**src/sv/plin_pkg.sv**
```systemverilog
// Shared constants, codes and control types for the piecewise linear interpolator.
package plin_pkg;

  localparam int POINTS = 64;
  localparam int IDX_W  = $clog2(POINTS);
  localparam int CNT_W  = 7;
  localparam int DATA_W = 32;
  localparam int DIV_W  = $clog2(DATA_W);

  typedef enum logic [1:0] {
    POS_BELOW  = 2'd0,
    POS_INTERP = 2'd1,
    POS_EXACT  = 2'd2,
    POS_ABOVE  = 2'd3
  } pos_code_t;

  typedef enum logic [1:0] {
    ACT_DONE    = 2'd0,
    ACT_RESTART = 2'd1,
    ACT_ADVANCE = 2'd2,
    ACT_INTERP  = 2'd3
  } walk_act_t;

  typedef struct packed {
    logic write;
    logic start;
    logic read;
    logic step;
    logic mul;
    logic div_init;
    logic div_step;
    logic finish;
  } plin_cmd_t;

  typedef struct packed {
    walk_act_t act;
    logic      div_last;
    logic      out_free;
  } plin_status_t;

endpackage

```
**src/sv/plin_ctrl.sv**
```systemverilog
// Sequencer for table writes, segment walk, multiply and divide.
module plin_ctrl import plin_pkg::*; (
  input  logic         clk,
  input  logic         rst,
  input  logic         item_valid,
  input  logic         item_mode,
  output logic         item_ready,
  input  plin_status_t status,
  output plin_cmd_t    cmd
);

  typedef enum logic [2:0] {
    S_IDLE, S_READ, S_CMP, S_MUL, S_DINIT, S_DIV, S_DONE
  } state_t;

  state_t state, state_next;

  always_comb begin
    state_next = state;
    cmd        = '0;
    item_ready = (state == S_IDLE);
    unique case (state)
      S_IDLE: begin
        if (item_valid) begin
          if (item_mode) begin
            cmd.start  = 1'b1;
            state_next = S_READ;
          end else begin
            cmd.write = 1'b1;
          end
        end
      end
      S_READ: begin
        cmd.read   = 1'b1;
        state_next = S_CMP;
      end
      S_CMP: begin
        cmd.step = 1'b1;
        unique case (status.act)
          ACT_DONE:    state_next = S_DONE;
          ACT_INTERP:  state_next = S_MUL;
          ACT_RESTART: state_next = S_READ;
          ACT_ADVANCE: state_next = S_READ;
          default:     state_next = S_READ;
        endcase
      end
      S_MUL: begin
        cmd.mul    = 1'b1;
        state_next = S_DINIT;
      end
      S_DINIT: begin
        cmd.div_init = 1'b1;
        state_next   = S_DIV;
      end
      S_DIV: begin
        cmd.div_step = 1'b1;
        if (status.div_last) begin
          state_next = S_DONE;
        end
      end
      S_DONE: begin
        if (status.out_free) begin
          cmd.finish = 1'b1;
          state_next = S_IDLE;
        end
      end
      default: state_next = S_IDLE;
    endcase
  end

  always_ff @(posedge clk) begin
    if (rst) begin
      state <= S_IDLE;
    end else begin
      state <= state_next;
    end
  end

endmodule

```
**config.mk**
```make
export PLATFORM = sky130hd
export DESIGN_NAME = plin_ctrl
export DESIGN_NICKNAME = d
export VERILOG_FILES = /design/src/sv/plin_pkg.sv /design/src/sv/plin_ctrl.sv
export SDC_FILE = /design/constraint.sdc
export NUM_CORES = 1
export LEC_CHECK = 0
export BUFFER_PORTS_ARGS = -buffer_cell sky130_fd_sc_hd__buf_2
export CORE_AREA = 2 2 39 41
export DETAILED_ROUTE_END_ITERATION = 10
export DIE_AREA = 0 0 41 43
export MAX_ROUTING_LAYER = met4
export PLACE_DENSITY_LB_ADDON = 0.1
export REMOVE_ABC_BUFFERS = 1
export SLEW_MARGIN = 20
export SYNTH_ARGS = -nofsm -noshare
export SYNTH_HDL_FRONTEND = slang
export SYNTH_SLANG_ARGS = --single-unit
```
**constraint.sdc**
```tcl
create_clock -name clk -period 3.1 [get_ports clk]
set_input_delay 0 -clock clk [delete_from_list [all_inputs] [get_ports clk]]
set_output_delay 0 -clock clk [all_outputs]
set_load 0.1 [all_outputs]
```
---- Yosys cells after proc, flatten, opt, wreduce, memory -nomap -nowiden ----
Cells that the tools add are included.
Widths: inputs -> output; s select.
word-level totals
  bits in registers ....................... 3
cells by class
  muxes and demuxes ....................... 17
  reduce and logical (&&, ||, !) cells .... 4
  equal/unequal tests ..................... 13
operators by type and width
  operator            number
  $pmux 3 s7          1
  $mux 3              4
  $eq 3x3->1 const B  3
  $mux 1              9
  $pmux 3 s3          1
  $ne 2x2->1 const B  4
  $eq 3x2->1 const B  2
  $eq 2x2->1 const B  2
  $mux 2              2
  $reduce_and 4->1    1
  $eq 3x1->1 const B  1
  $logic_not 3->1     1
  $eq 2x1->1 const B  1
  $logic_not 2->1     1
  $reduce_or 2->1     1

---- Depth between registers and ports, before layout ----
  depth in word-level cells ............... 4
  depth in mapped cells ................... 5

---- Worst setup path after synthesis ----
Ideal clock, no wire load.
  kind .................................... flip-flop to output port
  start point ............................. register state[0]
  end point ............................... output cmd[5] in the netlist's numbering
  slack ................................... 0.278 ns
  stages on the path, launching flop included .. 3
  buffers on the path ..................... 1
  data arrival time ....................... 2.822 ns
  cells stage by stage .................... dfxtp_1 -> buf_1 -> nor3b_1
RTL lines
  what                    RTL line         source
  start, declared         plin_ctrl.sv:16  state_t state, state_next;
  start signal, assigned  plin_ctrl.sv:75  state <= state_next;
  end, declared           plin_ctrl.sv:9   output plin_cmd_t cmd

==> impl_table.tex <==
\begin{tabular}{lr}
\hline
Metric & Value \\
\hline
\multicolumn{2}{l}{\textbf{Synthesis}} \\
\quad Post-synthesis mux area share & 3.67\% \\
\quad Avg Cell Area, Syn & around 8.3 sq um \\
\quad Area share of and/or/nand/nor cells after synthesis & 43.1\% \\
\quad Syn Inst Count & 33 \\
\quad Number of warning messages in the yosys log & 0 \\
\quad Sequential share of the synthesized area & $\sim$22\% \\
\quad Adder and majority gate portion of the synthesized area & 4.59\% \\
\quad Area share of xor/xnor cells in the synthesized design & 0\% \\
\quad Number of library cell types mapped by synthesis & 25 \\
\quad Total standard cell area after synthesis & 273 sq um \\
\quad Largest family of logic cells by synthesized area & simple AND/OR/NAND/NOR gates \\
\quad Compound-cell area share of the yosys netlist & between 10\% and 20\% \\
\quad Post-synthesis register bit count & 3 \\
\multicolumn{2}{l}{\textbf{Clock network}} \\
\quad CTS-repair resized insts & 0 \\
\quad Number of clock sinks & 3 \\
\quad TritonCTS clock tree & done \\
\quad Setup fix buffers added after clock tree synthesis & 0 \\
\quad Worst skew pair latency & 0.24 ns \\
\quad Clock-pin slew reported for the worst setup and hold paths after clock tree synthesis & 0.04 ns \\
\quad Maximum clock insertion buffer count & 2 \\
\quad Hold buffer count at CTS & 1 \\
\quad TritonCTS Buffers & 3 \\
\quad CTS root buffer & sky130\_fd\_sc\_hd\_\_clkbuf\_4 \\
\quad Number of H-tree levels & 1 \\
\multicolumn{2}{l}{\textbf{Cells and area}} \\
\quad Summed area of non-filler cells in the final layout & 387 sq um \\
\quad Layout cell share with drive strength beyond 1 & 47.1\% \\
\quad Area grow syn2layout & 41.7\% \\
\quad Most frequent standard cell in the layout excluding fill and tap cells & sky130\_fd\_sc\_hd\_\_buf\_2 \\
\quad Register containing the most flip-flops in the final layout & state \\
\quad Top library cells by usage in the layout, fill and taps aside & sky130\_fd\_sc\_hd\_\_buf\_2 (16), sky130\_fd\_sc\_hd\_\_a21oi\_1 (3), sky130\_fd\_sc\_hd\_\_clkbuf\_4 (3), sky130\_fd\_sc\_hd\_\_dfxtp\_1 (3) \\
\quad Largest registers & state (3) \\
\quad Number of flip-flops under the largest register name & 3 \\
\quad Number of nets in the final layout & 61 \\
\quad Number of antenna diodes & 0 \\
\multicolumn{2}{l}{\textbf{Setup path}} \\
\quad Highest net fanout along the worst path & 11 \\
\quad Cells traversed along the worst timing path & and2b\_2, nor2b\_1, buf\_2 \\
\quad Endpoint kind of the worst setup timing path & output pin \\
\quad Crit Path Category & register to output pin \\
\quad Sort of element at the start of the critical path & register \\
\quad Required time at the worst-slack endpoint & 3.10 ns \\
\quad Crit path max-delay cell type & sky130\_fd\_sc\_hd\_\_dfxtp\_1 \\
\quad CP arrival & 1.54 ns \\
\quad Slowest stage delay, CP & 0.51 ns \\
\quad Register-to-register setup slack & between 1.5 and 2 ns \\
\multicolumn{2}{l}{\textbf{Floorplanning}} \\
\quad Core area & 0.00138 sq mm \\
\quad Starting Density & 19.7\% \\
\quad Count of boundary I/O pins & 17 \\
\quad Die height & 43 um \\
\quad Total Die Area & 0.00176 sq mm \\
\quad Die width & slightly above 40 um \\
\quad \# rows & 14 \\
\multicolumn{2}{l}{\textbf{Timing}} \\
\quad Fmax & 0.650 GHz \\
\quad Final cycle utilization of the critical path & just under 50\% \\
\quad Final Hold Violating Endpoints & 0 \\
\quad Clock skew after layout & about 0.0044 ns \\
\quad Max-slew violation count & 0 \\
\quad Min cycle time layout & approximately 1.5 ns \\
\quad TNS Setup & 0 ns \\
\quad Slew HR & 67.4\% \\
\quad Unrepaired setup endpoints after global routing & no \\
\quad Transition time at the pin with the least slew margin & 0.492 ns \\
\quad Final count of negative-setup-slack endpoints & 0 \\
\multicolumn{2}{l}{\textbf{Status}} \\
\quad Result of the run & finished clean \\
\multicolumn{2}{l}{\textbf{Drt}} \\
\quad Routed len/inst & 10.5 um \\
\quad Final routed wirelength across all metal layers & 704 um \\
\quad DRC violations left & 0 \\
\quad Number of iterations in the first detailed-routing pass & 3 \\
\quad Via-to-Cell Ratio & 4.48 \\
\quad Total number of vias & 300 \\
\quad Antenna viol nets, final & 0 \\
\quad Violation count after the first detailed-route iteration & 4 \\
\multicolumn{2}{l}{\textbf{Global routing}} \\
\quad Aggregate global-route resource usage & about a tenth \\
\quad Antenna violations before repair & 0 \\
\quad Global-route wire length before repair & $\sim$1.1 mm \\
\quad Gr ovfl total & 0 \\
\quad Vias in the first global route & 299 \\
\quad Pin count of the biggest net entering global routing & 14 \\
\multicolumn{2}{l}{\textbf{Power}} \\
\quad Switching Power & around 0.000094 W \\
\quad Net switching share of the total power & 46.3\% \\
\quad Power per standard cell area & 526 mW/mm\^{}2 \\
\quad Cell Int Power & 0.000109 W \\
\quad Sequential share of power & about a quarter \\
\quad Part of the total power dissipated in combinational logic & 40.7\% \\
\quad Peak supply drop & approximately 0.00018 V \\
\quad Share of power burned in the clock network & 35.5\% \\
\quad Lkg Pwr & roughly 0.20 nW \\
\multicolumn{2}{l}{\textbf{Placement}} \\
\quad Placed cell area & 350 sq um \\
\quad Routability congestion estimate from global placement & 0.665 \\
\quad Number of buffers added on ports & 16 \\
\quad Detailed-placement wirelength estimate & 515 um \\
\multicolumn{2}{l}{\textbf{Flow run}} \\
\quad Max-cap violations & 0 \\
\multicolumn{2}{l}{\textbf{Worst hold path}} \\
\quad Hold Crit Class & primary input to register \\
\hline
\end{tabular}
## path summary, 6_finish.rpt
| kind | start | to | cells past startpoint |
|---|---|---|---|
| max reg2reg | state[2]$_SDFFE_PP0P_ | state[0]$_SDFFE_PP0P_ | 3 |
| min reg2reg | state[2]$_SDFFE_PP0P_ | state[2]$_SDFFE_PP0P_ | 2 |
| min | status[0] | state[2]$_SDFFE_PP0P_ | 4 |
| max | state[1]$_SDFFE_PP0P_ | cmd[4] | 3 |
## synthesized netlist by cell type
| master | number | share of area (%) |
|---|---|---|
| sky130_fd_sc_hd__ha_1 | 1 | 4.6 |
| sky130_fd_sc_hd__and2_1 | 1 | 2.3 |
| sky130_fd_sc_hd__inv_1 | 2 | 2.8 |
| sky130_fd_sc_hd__nor2_1 | 1 | 1.4 |
| sky130_fd_sc_hd__and3_1 | 1 | 2.3 |
| sky130_fd_sc_hd__nand2b_1 | 1 | 2.3 |
| sky130_fd_sc_hd__and3b_2 | 1 | 3.7 |
| sky130_fd_sc_hd__buf_6 | 1 | 4.1 |
| sky130_fd_sc_hd__or3_1 | 1 | 2.3 |
| sky130_fd_sc_hd__and3b_1 | 1 | 3.2 |
| sky130_fd_sc_hd__dfxtp_1 | 3 | 22 |
| sky130_fd_sc_hd__a21oi_1 | 3 | 5.5 |
| sky130_fd_sc_hd__and2b_2 | 1 | 3.2 |
| sky130_fd_sc_hd__nor3_2 | 1 | 3.7 |
| sky130_fd_sc_hd__nand2_1 | 1 | 1.4 |
| sky130_fd_sc_hd__a2bb2oi_1 | 1 | 3.2 |
| sky130_fd_sc_hd__buf_1 | 1 | 1.4 |
| sky130_fd_sc_hd__nor2b_1 | 1 | 2.3 |
| sky130_fd_sc_hd__o21ai_0 | 2 | 3.7 |
| sky130_fd_sc_hd__nor3b_1 | 2 | 5.5 |
| sky130_fd_sc_hd__buf_4 | 1 | 2.8 |
| sky130_fd_sc_hd__nand3b_1 | 2 | 5.5 |
| sky130_fd_sc_hd__mux2i_1 | 1 | 3.7 |
| sky130_fd_sc_hd__and4b_2 | 1 | 4.1 |
| sky130_fd_sc_hd__a21oi_2 | 1 | 3.2 |
## through the flow
stage | hold WS, ns | util [%] | setup slack (ns) | total power [W] | instances
3_3_place_gp | 0.195 | 25.3 | 1.84 | 0.000131 | 62
5_1_grt | 0.119 | 27.9 | 1.46 | 0.000213 | 67
4_1_cts | 0.0880 | 27.9 | 1.55 | 0.000207 | 67
3_5_place_dp | 0.189 | 25.3 | 1.82 | 0.000131 | 62
2_1_floorplan | 0.0691 | - | 0.392 | 0.000116 | 30
6_report | 0.0872 | 27.9 | 1.56 | 0.000203 | 67
## metal layers
layer	GRT usage (%)	up-vias	part of all wire, %
li1	-	150	-
met1	8.31	133	37
met2	15.3	15	48
met3	3.14	2	12
met4	10.0	0	3.3
met5	-	-	0
## cells by family (layout without fill, tap and decap cells)
logic type / after synthesis / count (layout)
AO/OA/AOI/OAI: 7 / 7
adder cells (fa/ha/maj): 1 / 1
buffers and inverters: 5 / 23
flip-flops: 3 / 3
multiplexers: 1 / 1
AND/OR/NAND/NOR: 16 / 16
## final cells by class
class,instances,area [sq um]
Sequential cell,3,60.1
Clock buffer,4,26.3
Inverter,2,7.51
Multi-Input combinational cell,25,183
Timing Repair Buffer,17,90.1
Fill cell,158,997
Tap cell,16,20.0
## worst max-delay path, delay by kind of cell, from the launching register on
family                 cells  cell delay (ns)
buffers and inverters      1             0.43
flip-flops                 1             0.51
AND/OR/NAND/NOR            2             0.35
## power by group through the flow
| stage | logic (W) | registers [W] | clock network [W] |
|---|---|---|---|
| floorplan | 0.0000687 | 0.0000470 | 0 |
| global placement | 0.0000817 | 0.0000489 | 0 |
| detailed placement | 0.0000820 | 0.0000492 | 0 |
| CTS | 0.0000832 | 0.0000485 | 0.0000750 |
| global route | 0.0000861 | 0.0000495 | 0.0000777 |
| finish | 0.0000827 | 0.0000485 | 0.0000723 |
Note: power is estimated with default switching activity, not from simulation.
